### src/vef_pkg.sv
// ----------------------------------------------------------------------------
// vef_pkg: shared types and constants of the VT100 escape filter
// Character codes, request structs for both channels, and the records that
// pass between the classifier, the front end, the queue and the back end.
// ----------------------------------------------------------------------------
package vef_pkg;

	// Number of bytes from the window head that the classifier inspects.
	localparam int SCAN_LEN = 14;
	localparam int SKIP_W = 4;
	localparam int CNT_W = 4;
	// Most results that one buffer's final request may produce.
	localparam int RES_MAX = 15;
	localparam int QUEUE_DEPTH = 4;

	typedef logic [7:0] byte_t;
	typedef logic [SCAN_LEN-1:0][7:0] scan_t;
	typedef logic [SKIP_W-1:0] skip_t;

	localparam byte_t CH_ESC = 8'h1B;
	localparam byte_t CH_CSI = 8'h5B;
	localparam byte_t CH_M = 8'h6D;
	localparam byte_t CH_K = 8'h4B;
	localparam byte_t CH_O = 8'h6F;
	localparam byte_t CH_L = 8'h6C;
	localparam byte_t CH_0 = 8'h30;
	localparam byte_t CH_1 = 8'h31;
	localparam byte_t CH_2 = 8'h32;
	localparam byte_t CH_3 = 8'h33;
	localparam byte_t CH_4 = 8'h34;
	localparam byte_t CH_5 = 8'h35;
	localparam byte_t CH_8 = 8'h38;
	localparam byte_t CH_SEMI = 8'h3B;

	typedef struct packed {
		byte_t in_byte;
		logic in_last;
	} in_item_t;

	typedef struct packed {
		byte_t out_byte;
		logic out_has_byte;
		logic out_last;
	} out_item_t;

	// One queued action: one or two output bytes, or the empty end marker.
	typedef struct packed {
		logic two;
		byte_t byte0;
		byte_t byte1;
		logic has_byte;
		logic last;
	} action_t;

	// Decision for the byte at the window head.
	typedef struct packed {
		logic [1:0] nres;
		byte_t byte0;
		byte_t byte1;
		skip_t skip_next;
	} cls_t;

endpackage

### src/vef_classify.sv
// ----------------------------------------------------------------------------
// vef_classify: head-of-window decision
// Looks at the first bytes of the lookahead window and decides whether the
// head byte is copied, dropped, or starts a CSI sequence to strip or rewrite.
// ----------------------------------------------------------------------------
module vef_classify
	import vef_pkg::*;
(
	input  scan_t scan,
	input  skip_t skip,
	output cls_t  cls
);

	logic  is_color;
	skip_t mv;
	skip_t mv_color;
	skip_t mv_plain;

	always_comb begin
		is_color = (scan[2] == CH_3 || scan[2] == CH_4) && scan[3] == CH_8 &&
			scan[4] == CH_SEMI && scan[5] == CH_5 && scan[6] == CH_SEMI;

		// First 'm' wins: scan downward so the lowest match is kept.
		mv_color = skip_t'(2);
		for (int k = 13; k >= 7; k--) begin
			if (scan[k] == CH_M) begin
				mv_color = skip_t'(k + 1);
			end
		end
		mv_plain = skip_t'(2);
		for (int k = 9; k >= 2; k--) begin
			if (scan[k] == CH_M) begin
				mv_plain = skip_t'(k + 1);
			end
		end

		cls = '0;
		mv = skip_t'(1);
		if (skip != '0) begin
			cls.skip_next = skip - 1'b1;
		end else if (scan[0] == CH_ESC && scan[1] == CH_CSI) begin
			if (scan[3] == CH_M) begin
				mv = skip_t'(4);
			end else if (scan[4] == CH_M) begin
				mv = skip_t'(5);
			end else if (scan[5] == CH_M) begin
				mv = skip_t'(6);
			end else if (scan[2] == CH_K) begin
				cls.nres = 2'd2;
				cls.byte0 = CH_ESC;
				cls.byte1 = CH_K;
				mv = skip_t'(3);
			end else if (scan[3] == CH_K) begin
				cls.nres = 2'd1;
				cls.byte0 = CH_ESC;
				case (scan[2])
					CH_0: begin
						cls.nres = 2'd2;
						cls.byte1 = CH_K;
					end
					CH_1: begin
						cls.nres = 2'd2;
						cls.byte1 = CH_O;
					end
					CH_2: begin
						cls.nres = 2'd2;
						cls.byte1 = CH_L;
					end
					default: begin
						cls.nres = 2'd1;
					end
				endcase
				mv = skip_t'(4);
			end else if (is_color) begin
				mv = mv_color;
			end else begin
				mv = mv_plain;
			end
			cls.skip_next = mv - 1'b1;
		end else begin
			cls.nres = 2'd1;
			cls.byte0 = scan[0];
		end
	end

endmodule

### src/vef_front.sv
// ----------------------------------------------------------------------------
// vef_front: input side of the filter
// Holds the lookahead window, decides on the head byte as the window fills,
// drains the window at the end of a buffer and queues the resulting actions.
// ----------------------------------------------------------------------------
module vef_front
	import vef_pkg::*;
#(
	parameter int LOOKAHEAD = 14
) (
	input  logic     clk,
	input  logic     arst_n,
	input  logic     src_valid,
	output logic     src_stall,
	input  in_item_t src_data,
	output logic     push,
	output action_t  push_data,
	input  logic     q_full
);

	localparam int FILL_W = $clog2(LOOKAHEAD + 1);
	localparam logic [FILL_W-1:0] FULL_M1 = FILL_W'(LOOKAHEAD - 1);
	localparam logic [CNT_W-1:0] RES_CAP = CNT_W'(RES_MAX);

	typedef enum logic [1:0] {
		FS_RUN,
		FS_DRAIN,
		FS_CLOSE
	} fstate_t;

	fstate_t state_q;
	logic [LOOKAHEAD-1:0][7:0] win_q;
	logic [LOOKAHEAD-1:0][7:0] ext;
	logic [FILL_W-1:0] fill_q;
	skip_t skip_q;
	logic [CNT_W-1:0] cnt_q;
	logic pend_valid_q;
	action_t pend_q;

	scan_t scan;
	cls_t cls;
	logic accept;
	logic proc_run;
	logic proc_drain;
	logic close;
	logic [CNT_W-1:0] room;
	logic [1:0] nkeep;
	action_t new_act;
	action_t marker;

	// The incoming byte lands at the fill position; beyond the fill the
	// window always holds zero, which is what lookahead past the end reads.
	always_comb begin
		for (int k = 0; k < LOOKAHEAD; k++) begin
			ext[k] = (state_q == FS_RUN && FILL_W'(k) == fill_q) ? src_data.in_byte : win_q[k];
		end
	end

	assign scan = ext[SCAN_LEN-1:0];

	vef_classify u_classify (
		.scan (scan),
		.skip (skip_q),
		.cls  (cls)
	);

	assign src_stall = (state_q != FS_RUN) || q_full;
	assign accept = src_valid && !src_stall;
	assign proc_run = accept && !src_data.in_last && fill_q == FULL_M1;
	assign proc_drain = state_q == FS_DRAIN && !q_full;
	assign close = state_q == FS_CLOSE && !q_full;

	assign room = RES_CAP - cnt_q;

	always_comb begin
		nkeep = cls.nres;
		if (state_q == FS_DRAIN && CNT_W'(cls.nres) > room) begin
			nkeep = room[1:0];
		end
		new_act.two = nkeep == 2'd2;
		new_act.byte0 = cls.byte0;
		new_act.byte1 = cls.byte1;
		new_act.has_byte = 1'b1;
		new_act.last = 1'b0;

		marker = '0;
		marker.last = 1'b1;

		push = 1'b0;
		push_data = new_act;
		if (proc_run) begin
			push = nkeep != 2'd0;
		end else if (proc_drain) begin
			push = nkeep != 2'd0 && pend_valid_q;
			push_data = pend_q;
		end else if (close) begin
			push = 1'b1;
			if (pend_valid_q) begin
				push_data = pend_q;
				push_data.last = 1'b1;
			end else begin
				push_data = marker;
			end
		end
	end

	always_ff @(posedge clk or negedge arst_n) begin
		if (!arst_n) begin
			state_q <= FS_RUN;
			win_q <= '0;
			fill_q <= '0;
			skip_q <= '0;
			cnt_q <= '0;
			pend_valid_q <= 1'b0;
		end else begin
			case (state_q)
				FS_RUN: begin
					if (proc_run) begin
						for (int k = 0; k < LOOKAHEAD - 1; k++) begin
							win_q[k] <= ext[k + 1];
						end
						win_q[LOOKAHEAD-1] <= '0;
						skip_q <= cls.skip_next;
					end else if (accept) begin
						win_q <= ext;
						fill_q <= fill_q + 1'b1;
						if (src_data.in_last) begin
							state_q <= FS_DRAIN;
							cnt_q <= '0;
						end
					end
				end
				FS_DRAIN: begin
					if (proc_drain) begin
						for (int k = 0; k < LOOKAHEAD - 1; k++) begin
							win_q[k] <= win_q[k + 1];
						end
						win_q[LOOKAHEAD-1] <= '0;
						fill_q <= fill_q - 1'b1;
						skip_q <= cls.skip_next;
						cnt_q <= cnt_q + CNT_W'(nkeep);
						if (nkeep != 2'd0) begin
							pend_valid_q <= 1'b1;
							pend_q <= new_act;
						end
						if (fill_q == FILL_W'(1)) begin
							state_q <= FS_CLOSE;
						end
					end
				end
				FS_CLOSE: begin
					if (close) begin
						pend_valid_q <= 1'b0;
						skip_q <= '0;
						state_q <= FS_RUN;
					end
				end
				default: begin
					state_q <= FS_RUN;
				end
			endcase
		end
	end

endmodule

### src/vef_queue.sv
// ----------------------------------------------------------------------------
// vef_queue: action queue between front and back end
// A small first-in first-out buffer of actions, one write and one read a cycle.
// ----------------------------------------------------------------------------
module vef_queue
	import vef_pkg::*;
(
	input  logic    clk,
	input  logic    arst_n,
	input  logic    push,
	input  action_t push_data,
	output logic    full,
	input  logic    pop,
	output logic    empty,
	output action_t head
);

	localparam int PTR_W = $clog2(QUEUE_DEPTH);
	localparam int CNT_QW = $clog2(QUEUE_DEPTH + 1);

	action_t mem_q [QUEUE_DEPTH];
	logic [PTR_W-1:0] wr_ptr_q;
	logic [PTR_W-1:0] rd_ptr_q;
	logic [CNT_QW-1:0] count_q;

	assign full = count_q == CNT_QW'(QUEUE_DEPTH);
	assign empty = count_q == '0;
	assign head = mem_q[rd_ptr_q];

	always_ff @(posedge clk) begin
		if (push) begin
			mem_q[wr_ptr_q] <= push_data;
		end
	end

	always_ff @(posedge clk or negedge arst_n) begin
		if (!arst_n) begin
			wr_ptr_q <= '0;
			rd_ptr_q <= '0;
			count_q <= '0;
		end else begin
			if (push) begin
				wr_ptr_q <= wr_ptr_q + 1'b1;
			end
			if (pop) begin
				rd_ptr_q <= rd_ptr_q + 1'b1;
			end
			case ({push, pop})
				2'b10: count_q <= count_q + 1'b1;
				2'b01: count_q <= count_q - 1'b1;
				default: count_q <= count_q;
			endcase
		end
	end

endmodule

### src/vef_back.sv
// ----------------------------------------------------------------------------
// vef_back: output side of the filter
// Takes actions from the queue and presents their bytes one request at a time.
// ----------------------------------------------------------------------------
module vef_back
	import vef_pkg::*;
(
	input  logic      clk,
	input  logic      arst_n,
	input  logic      q_empty,
	input  action_t   q_head,
	output logic      pop,
	output logic      dst_valid,
	input  logic      dst_stall,
	output out_item_t dst_data
);

	logic cur_valid_q;
	logic second_q;
	action_t cur_q;
	logic at_final;
	logic taken;

	assign at_final = !cur_q.two || second_q;
	assign taken = cur_valid_q && !dst_stall;
	assign pop = !q_empty && (!cur_valid_q || (taken && at_final));

	assign dst_valid = cur_valid_q;
	assign dst_data.out_byte = second_q ? cur_q.byte1 : cur_q.byte0;
	assign dst_data.out_has_byte = cur_q.has_byte;
	assign dst_data.out_last = cur_q.last && at_final;

	always_ff @(posedge clk) begin
		if (pop) begin
			cur_q <= q_head;
		end
	end

	always_ff @(posedge clk or negedge arst_n) begin
		if (!arst_n) begin
			cur_valid_q <= 1'b0;
			second_q <= 1'b0;
		end else begin
			if (pop) begin
				cur_valid_q <= 1'b1;
				second_q <= 1'b0;
			end else if (taken && at_final) begin
				cur_valid_q <= 1'b0;
				second_q <= 1'b0;
			end else if (taken) begin
				second_q <= 1'b1;
			end
		end
	end

endmodule

### src/vt100_escape_filter.sv
// ----------------------------------------------------------------------------
// vt100_escape_filter: streaming VT100 CSI sequence stripper
// Removes or rewrites ESC '[' sequences in a terminal byte stream, deciding on
// each byte with a lookahead window of the following bytes.
// ----------------------------------------------------------------------------
//
//   Channel | Direction | Payload    | Request taken when
//   --------+-----------+------------+-----------------------------
//   src     | in        | in_item_t  | src_valid high, src_stall low
//   dst     | out       | out_item_t | dst_valid high, dst_stall low
//
// One byte is taken every cycle while a buffer streams in and the queue has
// room; the head decision is made in the same cycle from the window registers
// and the arriving byte. After a request marked last, src_stall is high while
// the window drains one byte per cycle, queue permitting, and then closes.
// A four-entry action queue separates the front end from the output stage, so
// dst_stall only pushes back on src once the queue is full.
// Reset clears the window, counters, queue pointers and output valid.
// ----------------------------------------------------------------------------
module vt100_escape_filter
	import vef_pkg::*;
#(
	parameter int LOOKAHEAD = 14
) (
	input  logic      clk,
	input  logic      arst_n,
	input  logic      src_valid,
	output logic      src_stall,
	input  in_item_t  src_data,
	output logic      dst_valid,
	input  logic      dst_stall,
	output out_item_t dst_data
);

	// Actions flow from the front end into the queue.
	logic    push;
	action_t push_data;
	logic    q_full;

	// The output stage pulls actions out of the queue.
	logic    pop;
	logic    q_empty;
	action_t q_head;

	// Front end: window, head classification and end-of-buffer drain.
	vef_front #(
		.LOOKAHEAD (LOOKAHEAD)
	) u_front (
		.clk       (clk),
		.arst_n    (arst_n),
		.src_valid (src_valid),
		.src_stall (src_stall),
		.src_data  (src_data),
		.push      (push),
		.push_data (push_data),
		.q_full    (q_full)
	);

	// Decoupling queue between the two halves.
	vef_queue u_queue (
		.clk       (clk),
		.arst_n    (arst_n),
		.push      (push),
		.push_data (push_data),
		.full      (q_full),
		.pop       (pop),
		.empty     (q_empty),
		.head      (q_head)
	);

	// Back end: expands each action into one or two output requests.
	vef_back u_back (
		.clk       (clk),
		.arst_n    (arst_n),
		.q_empty   (q_empty),
		.q_head    (q_head),
		.pop       (pop),
		.dst_valid (dst_valid),
		.dst_stall (dst_stall),
		.dst_data  (dst_data)
	);

endmodule
### config.mk
export PLATFORM = sky130hd
export DESIGN_NAME = vt100_escape_filter
export DESIGN_NICKNAME = d
export VERILOG_FILES = /design/src/vef_pkg.sv /design/src/vef_classify.sv /design/src/vef_front.sv /design/src/vef_queue.sv /design/src/vef_back.sv /design/src/vt100_escape_filter.sv
export SDC_FILE = /design/constraint.sdc
export NUM_CORES = 1
export LEC_CHECK = 0
export BUFFER_PORTS_ARGS = -buffer_cell sky130_fd_sc_hd__buf_2
export CAP_MARGIN = 20
export CORE_ASPECT_RATIO = 0.8
export CORE_MARGIN = 2
export CORE_UTILIZATION = 66
export CTS_CLUSTER_DIAMETER = 40
export DETAILED_ROUTE_END_ITERATION = 6
export GPL_ROUTABILITY_DRIVEN = 0
export PLACE_DENSITY = 0.92
export RECOVER_POWER = 50
export SLEW_MARGIN = 20
export SYNTH_ARGS = -nofsm -noshare
export SYNTH_HDL_FRONTEND = slang
export SYNTH_SLANG_ARGS = --single-unit
### constraint.sdc
create_clock -name clk -period 8.1 [get_ports clk]
set_input_delay 0.81 -clock clk [delete_from_list [all_inputs] [get_ports clk]]
set_output_delay 0.81 -clock clk [all_outputs]
set_load 0.01 [all_outputs]
==> results.txt, run 1 <==
* Final HPWL from detailed placement: 20.99 mm
* Final critical delay including setup and external delays: 6.741 ns
- For this design, the CTS-stage hold fixing added 0 buffers.
- The routed layout has 10760 vias.
* Post-Layout Inst Area: 12810 um^2
- Switching power: 2.638 mW
* Cell with the most instances after synthesis: sky130_fd_sc_hd__nand2_1
* Clk root buf: sky130_fd_sc_hd__clkbuf_16
- Number of max-cap violations: 6
- Worst-case headroom to the max-slew limit: -152.8%
- Sequential cells were found to cover 49.96% of the synthesized design area.
- Dividing the detail-routed wire length by the instance count gives 23.30 um.
* Pin slew with the least headroom to its limit: 3.792 ns
- For this run, the number of Yosys warnings is 0.
- sky130_fd_sc_hd__dfrtp_1 takes more of the synthesized area than any other cell.
- In this run the power density over the cells is 463.5 nW/um^2.
* RSZ-0062 raised after global routing: no
- The number of buffers and inverters on the critical path is 0.
- The initial antenna violation count is 2.
* Number of endpoints with negative hold slack in the final report: 0
- The final reports fail on DRC, capacitance limit, slew limit.
- Count of antenna diodes in the layout: 0
- Pin placement for this block handled 25 I/O pins.
- Clock-pin slew on the worst setup and hold paths: 0.06 ns
* Largest net degree at the start of global routing: 112
- Part of the power in registers: 35.8%
* Post-Route Skew: 0.01303 ns
- Vertical die dimension: 123.3 um
- Max Buffers Root-to-Sink: 3
- Delay of the slowest cell on the worst path: 1.52 ns
- Synthesized instance count: 1247
- DRT antenna net count: 0
- Data on the critical path is required at its endpoint by 8.52 ns.
- Clk_lat worst skew: 0.53 ns
- Global routing used 36.67% of the available tracks.
* Sw frac: 44.42%
* Clock sink total: 218
- Gate power share: 42.9%
- Post-detailed-placement cell area: 11930 um^2
* Critical path type: reg2reg
* Share of layout cells above drive strength 1: 8.594%
* Port Buf Inserts: 24
- Synthesis-to-layout area growth: 9.155%
- Cell type of the slowest stage on the worst timing path: sky130_fd_sc_hd__nor4_1
- CP Launch Type: flop
- Leading cell types by total area after synthesis: sky130_fd_sc_hd__dfrtp_1 (29%), sky130_fd_sc_hd__edfxtp_1 (21%), sky130_fd_sc_hd__o21ai_0 (7.3%), sky130_fd_sc_hd__nand2_1 (7.2%), sky130_fd_sc_hd__o22ai_1 (5.6%)
- Lkg Pwr: 4.870 nW
- Critical path's top delay family: simple AND/OR/NAND/NOR gates
- After filler insertion, the fill cell instance count of the layout stands at 1102.
- Number of global-route vias before repair: 10140
- The path class of the tightest hold or removal check is reg2reg.
- The share of synthesized area in the top cell type comes to 28.99%.
- Post-Route WL: 34.25 mm
- The first global-routing pass estimated 54.89 mm of wire.
- The initial utilization of the core area, before any placement, comes to 67.56%.
- Once the clock tree was built, the setup fixing pass inserted 0 buffers.
- The core region is 17380 um^2.
* Worst ir drop on vdd: 0.2683 mV
* Sum of internal, switching and leakage power: 5.940 mW
- Per-instance average area after synthesis: 9.415 um^2
- Detailed-route DRC error count: 209
- TritonCTS built the clock tree.
- Violation count after the first detailed-routing iteration: 2489
* Number of max-slew violations in the final report: 339
- Predominant post-synthesis flop cell: sky130_fd_sc_hd__dfrtp_1
- Peak clock frequency supported by timing: 0.1483 GHz
- CTS-repair resized insts: 0
- Internal power comes to 3.301 mW.
* Utilization of the core after routing: 73.74%
- In this run the core area contains 43 standard-cell rows.
* Inserted Clock Buffers: 26
- #FFs+latches synth: 218
- CTS built an H-tree with a depth of 1.
- Area enclosed by the die boundary: 18880 um^2
- The die is 153.1 um wide.
- Walking the worst path, the cells encountered are nor4_1, nand2_1, a31oi_1, nand2_1, nor3b_1, ha_1, a21oi_1, a2111oi_1, a211oi_4, o221ai_2, a21oi_4, ha_1, fa_1, xnor2_1, nor2_1, xor2_1.
- Final Cycle Share: 83.22%
- Synthesis produced a netlist with a net count of 1279.
* Grt ovf: 0
- For this run, asynchronously set or reset flops after synthesis account for 62.39%.
- Before antenna repair, the detailed router went through 7 iterations.
* Maximum fanout along the worst path: 13
- Data on the critical path arrives at its endpoint at 7.16 ns.
* Net total in the final layout: 1257
- Post-DR vias/cell: 7.318
- TNS Setup: 0 ns
- In this run, synthesis inferred 82 flip-flops with an integrated enable.
- The worst setup path is captured at a flop.
* Run status: finished, violations left
- Most instantiated cells after synthesis: sky130_fd_sc_hd__nand2_1 (225), sky130_fd_sc_hd__o21ai_0 (171), sky130_fd_sc_hd__dfrtp_1 (136)
- Final setup violation count: 0
- The clock network accounts for 21.3% of the total power.
- In this run the cell area of the synthesized design comes to 11740 um^2.
* Hold Worst Slack: 0.5010 ns
* Number of unique standard cell types used by synthesis: 79
==> registers in the layout, summed over array words and instances (netlist names), 3 cells and up <==
signal	cells
u_back.cur_q	13
u_queue.mem_q	56
u_front.cnt_q	4
u_front.win_q	112
u_queue.count_q	3
u_front.pend_q	12
u_front.fill_q	4
u_front.skip_q	4
==> through the flow <==
step,setup slack (ns),cells
final,1.359,1470
after global routing,1.340,1470
after CTS,2.080,1470
after detailed placement,2.077,1422
after global placement,2.276,1422
after floorplan,2.726,1247
==> power groups by stage <==
stage | combinational (mW) | clock (mW) | sequential (mW)
5_1_grt | 2.82 | 1.31 | 2.16
3_3_place_gp | 2.28 | 0 | 2.07
2_1_floorplan | 1.94 | 0 | 1.88
3_5_place_dp | 2.41 | 0 | 2.10
6_report | 2.55 | 1.27 | 2.13
4_1_cts | 2.47 | 1.27 | 2.09
==> final timing paths <==
kind / from / endpoint / slack (ns) / depth (start not counted)
setup / recovery: u_front.state_q[0]$_DFFE_PN0P_ / u_queue.count_q[2]$_DFFE_PN0P_ / 1.36 / 16
hold / removal: u_front.cnt_q[3]$_DFFE_PN0P_ / u_front.cnt_q[3]$_DFFE_PN0P_ / 0.50 / 1
setup reg to reg: u_front.state_q[0]$_DFFE_PN0P_ / u_queue.count_q[2]$_DFFE_PN0P_ / 1.36 / 16
hold reg to reg: u_front.cnt_q[3]$_DFFE_PN0P_ / u_front.cnt_q[3]$_DFFE_PN0P_ / 0.50 / 1
max in group asynchronous: arst_n / u_front.win_q[108]$_DFFE_PN0P_ / 3.52 / 2
min in group asynchronous: arst_n / u_front.win_q[34]$_DFFE_PN0P_ / 1.38 / 1
==> placed cells by master (no fill, tap or decap), types with 16 or more instances in the layout <==
cell and n:
sky130_fd_sc_hd__o21ai_0 171, sky130_fd_sc_hd__a21oi_1 79, sky130_fd_sc_hd__nor2_1 74, sky130_fd_sc_hd__clkbuf_1 18, sky130_fd_sc_hd__inv_1 26, sky130_fd_sc_hd__clkbuf_16 27
sky130_fd_sc_hd__edfxtp_1 82, sky130_fd_sc_hd__nor3_1 16, sky130_fd_sc_hd__nor2b_1 17, sky130_fd_sc_hd__dfrtp_1 136, sky130_fd_sc_hd__ha_1 17, sky130_fd_sc_hd__o22ai_1 105
sky130_fd_sc_hd__nand2_1 225
==> layout make-up <==
class,count,area (um^2),area share (%)
clock buffer,28,679.4,5.302
clock inverter,20,266.5,2.080
inverter,27,101.3,0.7909
multi-input combinational,915,5436,42.42
sequential,218,5866,45.77
tap,225,281.5,2.197
timing repair buffer,37,183.9,1.435
==> cell families after synthesis <==
kind of cell / share of synthesized area (%)
XOR/XNOR: 0.7461
buffers and inverters: 3.773
AND/OR/NAND/NOR: 18.61
adder cells (fa/ha/maj): 2.153
multiplexers: 3.869
AO/OA/AOI/OAI: 20.89
flip-flops: 49.96
==> per-layer routing <==
layer	vias up	share of wire [%]	global-route usage (%)
met5	-	0.058	0
met4	2	5.0	15.22
met2	936	43	54.05
met3	244	15	13.25
met1	5009	37	49.86
li1	4566	-	-
Power figures use the tool's default switching activity.
==> inputs of run 2 (changes only) <==
Settings changed: CORE_UTILIZATION 66 to 57, PLACE_DENSITY 0.92 to 0.85.
Clock period 8.1 ns to 5.9 ns, I/O delays scaled along.
==> run 2 against run 1 <==
  * The run still ends with DRC, capacitance limit, slew limit left
  * Sequential cell count unchanged
  * Sequential share of layout area down 0.50 points
  * Highest routed layer is now met4
  * Hold slack lost 0.14 ns
  * Critical endpoint unchanged
==> results.txt, run 2 (synthesized netlist as in run 1, its figures left out) <==
- Final setup violation count: 0
* Port Buf Inserts: 24
- Before CTS, the worst setup slack after placement is 0.4455 ns.
* Post-CTS repair timing setup buffer count: 0
- Largest net degree at the start of global routing: 159
* Starting density of the core: 58.61%
- Setup repair after global routing left no endpoint under its margin.
- The register with the most flip-flops in the layout has 112 of them.
- Worst setup slack after layout: 0.4964 ns
- The detailed router placed 10260 vias in this run.
- CTS-repair resized insts: 0
- The worst path uses 91.59% of the clock period.
- Commonest cells after routing, fill and taps aside: sky130_fd_sc_hd__nand2_1 (225), sky130_fd_sc_hd__o21ai_0 (171), sky130_fd_sc_hd__dfrtp_1 (136)
* Tot GR Track Use: 29.78%
- Number of max-cap violations: 3
* Number of endpoints with negative hold slack in the final report: 0
- Drt first pass iters: 7
- In this run, the number of DRC markers left after iteration 0 of detailed routing was 1687.
* CP Launch Type: flop
* Worst EP arrival: 5.83 ns
- Utilization of the core after routing: 64.69%
- Most frequent standard cell in the layout excluding fill and tap cells: sky130_fd_sc_hd__nand2_1
* Clock-pin slew on the worst setup and hold paths: 0.06 ns
- Placeable Area: 20030 um^2
- Detail-routed net length per standard cell: 20.94 um
- The longest clock path from root to sink contains 3 buffers.
- For this run, the post-layout net count is 1271.
* Number of max-slew violations in the final report: 299
- Summed over all failing endpoints, the final setup total negative slack is 0 ns.
- Pin slew with the least headroom to its limit: 3.868 ns
* Largest Register: u_front.win_q
- The clock net in this run drives a total of 218 sinks.
- The floorplan has 46 rows.
- Share of layout cells above drive strength 1: 10.07%
- Between clock sinks in the finished design, the worst skew comes to 0.009428 ns.
* Global-route wire length before repair: 51.72 mm
- The die covers 21770 um^2.
- STA classifies the critical path endpoint as a flop.
- Peak clock frequency supported by timing: 0.1851 GHz
- The root buffer cell chosen for the clock tree is sky130_fd_sc_hd__clkbuf_16.
* Clock tree from TritonCTS: built
- Lkg Pwr: 4.916 nW
* Clk_lat worst skew: 0.54 ns
* Final HPWL from detailed placement: 20.33 mm
* Inserted Clock Buffers: 28
- Violations in the final reports: DRC, capacitance limit, slew limit
- For this run the aggregate overflow at the end of global routing stands at 0.
- The die is 164.5 um wide.
- Maximum fanout along the worst path: 13
- Count of antenna diodes in the layout: 0
* Post-Route WL: 31.93 mm
- The detail route stage leaves a number of antenna-violating nets equal to 0.
- After layout, the design draws a total of 7.930 mW.
- Buffers inserted to repair hold after CTS numbered 0.
- The initial antenna violation count is 0.
- The worst path needs 5.404 ns of the cycle, external delays included.
- Total number of H-tree levels: 1
- For the worst setup path, the data required time is 6.33 ns.
- Path class of the lowest-slack min-delay path: in2reg
- Synthesis-to-layout area growth: 10.36%
- Number of global-route vias before repair: 9583
- During I/O placement, the number of pins put on the boundary was 25.
* Critical path type: reg2reg
* Detailed-route DRC error count: 6
- The flow ran to the end, but the final reports show violations.
- For this design the ratio of total power to cell area is 612.0 nW/um^2.
- Vertical die dimension: 132.4 um
- The worst-case IR drop observed on VDD is 0.8787 mV.
- Worst-case headroom to the max-slew limit: -157.9%
* Post-DR vias/cell: 6.725
- The largest registers in the layout are u_front.win_q (112), u_queue.mem_q (56), u_back.cur_q (13).
## run 2: cell types whose count changed in the layout (fill, tap and decap cells not counted), moves of 2 or more
cell,previous run,this run
sky130_fd_sc_hd__clkinv_4,3,5
sky130_fd_sc_hd__clkinv_8,0,2
sky130_fd_sc_hd__clkinv_2,2,0
sky130_fd_sc_hd__buf_4,8,22
sky130_fd_sc_hd__bufinv_16,5,1
sky130_fd_sc_hd__inv_6,4,6
## run 2: layer usage
layer  routed length [um]  track usage, %  up-vias
met2                13920           43.42      641
met3                 3739           7.864      104
met5                    0               0        -
li1                     -               -     4609
met4                 1005           8.357        0
met1                13270           44.13     4902
## run 2: final timing paths
| kind | startpoint | end | slack (ns) | cells past startpoint |
|---|---|---|---|---|
| worst max register to register | u_front.state_q[0]$_DFFE_PN0P_ | u_queue.count_q[2]$_DFFE_PN0P_ | 0.50 | 17 |
| max in group asynchronous | arst_n | u_front.win_q[22]$_DFFE_PN0P_ | 1.26 | 2 |
| worst min register to register | u_front.cnt_q[3]$_DFFE_PN0P_ | u_front.cnt_q[3]$_DFFE_PN0P_ | 0.50 | 1 |
| min in group asynchronous | arst_n | u_front.win_q[80]$_DFFE_PN0P_ | 1.38 | 1 |
| worst max-delay path | u_front.state_q[0]$_DFFE_PN0P_ | u_queue.count_q[2]$_DFFE_PN0P_ | 0.50 | 17 |
| worst min-delay path | dst_stall | u_back.dst_valid$_DFFE_PN0N_ | 0.36 | 3 |
## run 2: layout make-up
cell class / count / area, um^2
well taps: 264 / 330.3
multi-input cells: 915 / 5463
repair buffers: 49 / 282.8
fillers: 1533 / 7073
flip-flops and latches: 218 / 5866
clock buffers: 32 / 715.7
clock inverters: 20 / 197.7
inverters: 27 / 101.3
## run 2: power by group
part           total [mW]  internal, mW  switching (mW)
combinational        3.41          1.25            2.16
clock                1.65         0.941           0.706
sequential           2.87          2.25           0.623
total                7.93          4.44            3.49
## run 2: worst max-delay path: stages (launching register included)
cell and delay, ns:
sky130_fd_sc_hd__dfrtp_1 0.55, sky130_fd_sc_hd__or4_1 0.75, sky130_fd_sc_hd__o21ai_0 0.32, sky130_fd_sc_hd__a22oi_1 0.23, sky130_fd_sc_hd__nor3b_4 0.40, sky130_fd_sc_hd__nand2_2 0.17
sky130_fd_sc_hd__nor3b_2 0.30, sky130_fd_sc_hd__ha_1 0.30, sky130_fd_sc_hd__a2111oi_0 0.47, sky130_fd_sc_hd__buf_4 0.21, sky130_fd_sc_hd__a211oi_4 0.05, sky130_fd_sc_hd__o221ai_2 0.30
sky130_fd_sc_hd__a21oi_4 0.14, sky130_fd_sc_hd__ha_1 0.26, sky130_fd_sc_hd__fa_1 0.44, sky130_fd_sc_hd__xnor2_1 0.17, sky130_fd_sc_hd__nor2_1 0.07, sky130_fd_sc_hd__xor2_1 0.14
## run 2: through the flow
step                instance area (um^2)  instances  hold slack, ns
CTS                                13000       1525         0.07208
floorplan                          11740       1247          0.2944
global route                       12960       1525          0.3905
global placement                   12080       1473          0.4750
detailed placement                 12080       1473          0.4931
finish                             12960       1525          0.3587
==> inputs of run 3 (changes only) <==
Settings changed: CORE_UTILIZATION 57 to 58, PLACE_DENSITY 0.85 to 0.86, SYNTH_HIERARCHICAL set to 1.
==> run 3 against run 2 <==
  * The run ends with capacitance limit, slew limit left
  * Global-route usage grew 0.069 points
  * Fmax shrank 5.1%
  * Critical path depth grew 8
  * Final cell count is 7.2% higher
  * Die area increased by 16%
  * Clock skew rose by 0.018 ns
  * Hold slack improved by 0.032 ns
  * Count of clock-buffer cells in the layout grew 10
  * Critical path type unchanged
==> results.txt, run 3 <==
- Grt ovf: 0
- Clock-pin slew on the worst setup and hold paths: 0.06 ns
- Number of standard cells in the final layout excluding fillers: 1635
* Utilization of the core after routing: 65.70%
- FF-to-FF path depth: 25
- The flow ran to the end, but the final reports show violations.
- Total number of H-tree levels: 2
* Vertical die dimension: 142.3 um
- Setup repair after global routing left no endpoint under its margin.
- In this run the power density over the cells is 603.7 nW/um^2.
- The tree is rooted in a sky130_fd_sc_hd__clkbuf_16.
- For this run, the leading register cell type out of synthesis is sky130_fd_sc_hd__dfrtp_1.
- For the final database, setup skew stands at 0.02735 ns.
- Final critical delay including setup and external delays: 5.696 ns
* Worst EP arrival: 6.12 ns
* Count of standard-cell rows: 50
- The worst setup path is launched from a flop.
- Width of the chip: 176.9 um
- In the post-synthesis netlist, the cell with the most instances is sky130_fd_sc_hd__dfrtp_1.
* Initial antenna violation count: 0
- Count of hold-fix buffers inserted at cts: 0
- Largest net degree at the start of global routing: 87
- Worst reg2reg setup slack: 0.20 ns
- Share of layout cells above drive strength 1: 18.82%
- Clk_lat worst skew: 0.52 ns
- The startpoint identified for the worst register-to-register timing path is u_front/fill_q[0]$_DFFE_PN0P_.
- The tool flagged a number of max-cap violations equal to 5.
- Overall via count from detail_route: 11370
- The repair_antennas step left the layout with diodes totalling 0.
- Final setup violation count: 0
* Number of flops mapped to enable cells by yosys: 112
* Sum of internal, switching and leakage power: 9.305 mW
- Global-route wire length before repair: 59.20 mm
* Post-synthesis cell type with the largest combined area: sky130_fd_sc_hd__dfrtp_1
- The endpoint identified for the worst register-to-register timing path is u_queue/count_q[2]$_DFFE_PN0P_.
- Counting distinct cell types in the post-synthesis netlist gives 85.
- Number of placed instances with taps included: 1566
- Counting flops and latches in the post-synthesis netlist gives 248.
* Post-DR vias/cell: 6.956
- Worst-case headroom to the max-slew limit: -125.7%
* Post-Route WL: 37.86 mm
- The worst hold path belongs to the class in2reg.
- The detailed router finished its first iteration with 1601 violations.
- Ys async rst share: 54.84%
- Post-detailed-placement cell area: 14230 um^2
- Register Area: 6766 um^2
* Clock tree from TritonCTS: built
* Drt first pass iters: 6
- Critical path type: reg2reg
- Tot GR Track Use: 29.85%
- Worst setup slack after layout: 0.2044 ns
- Inserted Clock Buffers: 35
- In the final timing run, aggregate negative setup slack is 0 ns.
* Detailed-route DRC error count: 0
* Min-Delay Endpoint: u_back/dst_valid$_DFFE_PN0P_
- Leading cell types by total area after synthesis: sky130_fd_sc_hd__dfrtp_1 (25%), sky130_fd_sc_hd__edfxtp_1 (24%), sky130_fd_sc_hd__mux2_2 (4.5%), sky130_fd_sc_hd__and3_1 (3.9%), sky130_fd_sc_hd__o21ai_0 (3.6%)
- Lkg Pwr: 6.342 nW
* IO Pins: 25
- Peak clock frequency supported by timing: 0.1756 GHz
* Final HPWL from detailed placement: 23.56 mm
- At the pin with the least slew margin, the transition time is 3.386 ns.
- For this design, the sink count on the clock tree is 248.
- Data on the critical path is required at its endpoint by 6.33 ns.
- The top cell types in the final layout, fill and taps aside, are sky130_fd_sc_hd__dfrtp_1 (136), sky130_fd_sc_hd__edfxtp_1 (112), sky130_fd_sc_hd__o21ai_0 (102).
- Largest Register: u_front/win_q
- The total area inside the core boundary comes to 23460 um^2.
- In the finished design, the share of the clock period the worst path needs comes to 96.54%.
* Starting density of the core: 59.11%
* Worst Setup End Kind: flop
* Registers with the highest flip-flop counts: u_front/win_q (112), u_queue/mem_q (76), u_back/cur_q (18)
- DRT antenna net count: 0
- The cell area that synthesis handed to floorplanning was 13870 um^2.
- Number of global-route vias before repair: 10920
- Max Buffers Root-to-Sink: 3
- Hold depth: 3
- IR analysis of the VDD net gives a maximum drop of 0.2793 mV.
- Relative to the synthesized area, the layout overhead comes to 11.13%.
* Detail-routed net length per standard cell: 23.15 um
* Port Buf Inserts: 24
* Number of max-slew violations in the final report: 218
* Hold Worst Slack: 0.3902 ns
* Violations in the final reports: capacitance limit, slew limit
* Worst min-delay path startpoint: dst_stall
* Post-synth top area share: 24.54%
- Yosys warns: 6
- Number of endpoints with negative hold slack in the final report: 0
- The share of the Yosys chip area taken by registers is 48.79%.
- The die covers 25170 um^2.
- Post-placement setup slack: 0.07321 ns
- Post-Layout Inst Area: 15410 um^2
- Along the worst path, the maximum fanout reaches 14.
* Net total in the final layout: 1329
- The register with the most flip-flops in the layout has 112 of them.
- Area occupied by multi-input gates: 6620 um^2
- Synthesized instance count: 1294
* Most instantiated cells after synthesis: sky130_fd_sc_hd__dfrtp_1 (136), sky130_fd_sc_hd__edfxtp_1 (112), sky130_fd_sc_hd__o21ai_0 (101)
- Most frequent standard cell in the layout excluding fill and tap cells: sky130_fd_sc_hd__dfrtp_1
* Fill count: 1655
- Per-instance average area after synthesis: 10.72 um^2
-- run 3: changes by cell type in the layout (fill, tap and decap cells not counted), moves of 29 or more --
| cell | before | now |
|---|---|---|
| sky130_fd_sc_hd__a21boi_0 | 0 | 35 |
| sky130_fd_sc_hd__a221o_1 | 0 | 29 |
| sky130_fd_sc_hd__and3_1 | 7 | 87 |
| sky130_fd_sc_hd__edfxtp_1 | 82 | 112 |
| sky130_fd_sc_hd__mux2_2 | 3 | 56 |
| sky130_fd_sc_hd__nand2_1 | 225 | 73 |
| sky130_fd_sc_hd__o21ai_0 | 171 | 102 |
| sky130_fd_sc_hd__o22ai_1 | 105 | 9 |
| sky130_fd_sc_hd__or2_2 | 0 | 38 |
-- run 3: worst max-delay path by stage --
| stage | from | end | slack, ns | cells after the start |
|---|---|---|---|---|
| floorplan | u_front/state_q[0]$_DFFE_PN0P_ | u_queue/count_q[2]$_DFFE_PN0P_ | 0.14 | 25 |
| global placement | u_front/fill_q[0]$_DFFE_PN0P_ | u_queue/count_q[2]$_DFFE_PN0P_ | 0.33 | 22 |
| detailed placement | u_front/fill_q[0]$_DFFE_PN0P_ | u_queue/count_q[2]$_DFFE_PN0P_ | 0.07 | 25 |
| CTS | u_front/fill_q[0]$_DFFE_PN0P_ | u_queue/count_q[2]$_DFFE_PN0P_ | 0.1 | 23 |
| global route | u_front/fill_q[0]$_DFFE_PN0P_ | u_queue/count_q[2]$_DFFE_PN0P_ | 0.004 | 25 |
| finish | u_front/fill_q[0]$_DFFE_PN0P_ | u_queue/count_q[2]$_DFFE_PN0P_ | 0.20 | 25 |
-- run 3: power breakdown --
group	internal (mW)	switching, mW
Clock	1.23	0.807
Combinational	1.68	2.55
Sequential	2.55	0.492
-- run 3: what timing repair did --
item,CTS,global route
setup endpoints to repair,1,78
resized for setup,1,10
setup buffers,2,3
cloned,0,2
pin swaps,0,1
-- run 3: per-layer routing --
layer  up-vias  GRT usage, %  part of all wire, %
met3       164         6.891                   11
met4         0         11.61                  4.0
li1       4943             -                    -
met1      5463         41.87                   40
met2       803         45.31                   45
met5         -             0                    0
-- run 3: kinds of logic (layout without fill, tap and decap cells) --
family,count (synthesis),in the layout,synth area share [%]
and+or+nand+nor,407,408,16.82
muxes,81,81,8.138
other,1,2,0.02704
DFF,248,248,48.79
AOI/OAI and AO/OA,403,403,19.68
buffers and inverters,125,152,4.123
adders and majority gates,18,18,1.732
xor gates and xnor gates,11,11,0.6947
-- run 3: critical path, stage by stage, from the launching register on --
cell                        delay (ns)
sky130_fd_sc_hd__dfrtp_1          0.42
sky130_fd_sc_hd__inv_1            0.17
sky130_fd_sc_hd__ha_1             0.27
sky130_fd_sc_hd__nor3b_4          0.31
sky130_fd_sc_hd__buf_6            0.21
sky130_fd_sc_hd__nand2_1          0.08
sky130_fd_sc_hd__buf_4            0.20
sky130_fd_sc_hd__mux2_2           0.31
sky130_fd_sc_hd__nor4bb_2         0.32
sky130_fd_sc_hd__nand4_1          0.23
sky130_fd_sc_hd__nor2_2           0.21
sky130_fd_sc_hd__nand2_1          0.18
sky130_fd_sc_hd__a21oi_2          0.20
sky130_fd_sc_hd__ha_1             0.27
sky130_fd_sc_hd__nor2b_1          0.15
sky130_fd_sc_hd__o2111ai_2        0.24
sky130_fd_sc_hd__mux2i_2          0.35
sky130_fd_sc_hd__o22ai_1          0.13
sky130_fd_sc_hd__buf_4            0.18
sky130_fd_sc_hd__inv_1            0.09
sky130_fd_sc_hd__ha_1             0.21
sky130_fd_sc_hd__inv_1            0.07
sky130_fd_sc_hd__fa_1             0.37
sky130_fd_sc_hd__xor2_1           0.16
sky130_fd_sc_hd__nor2_1           0.12
sky130_fd_sc_hd__xor2_1           0.15
-- run 3: cell type report --
class / instances / share of cell area [%]
clock buffers: 42 / 6.259
clock inverters: 20 / 1.128
inverters: 24 / 0.5845
multi-input cells: 923 / 42.95
flip-flops and latches: 248 / 43.90
well taps: 312 / 2.533
repair buffers: 66 / 2.638
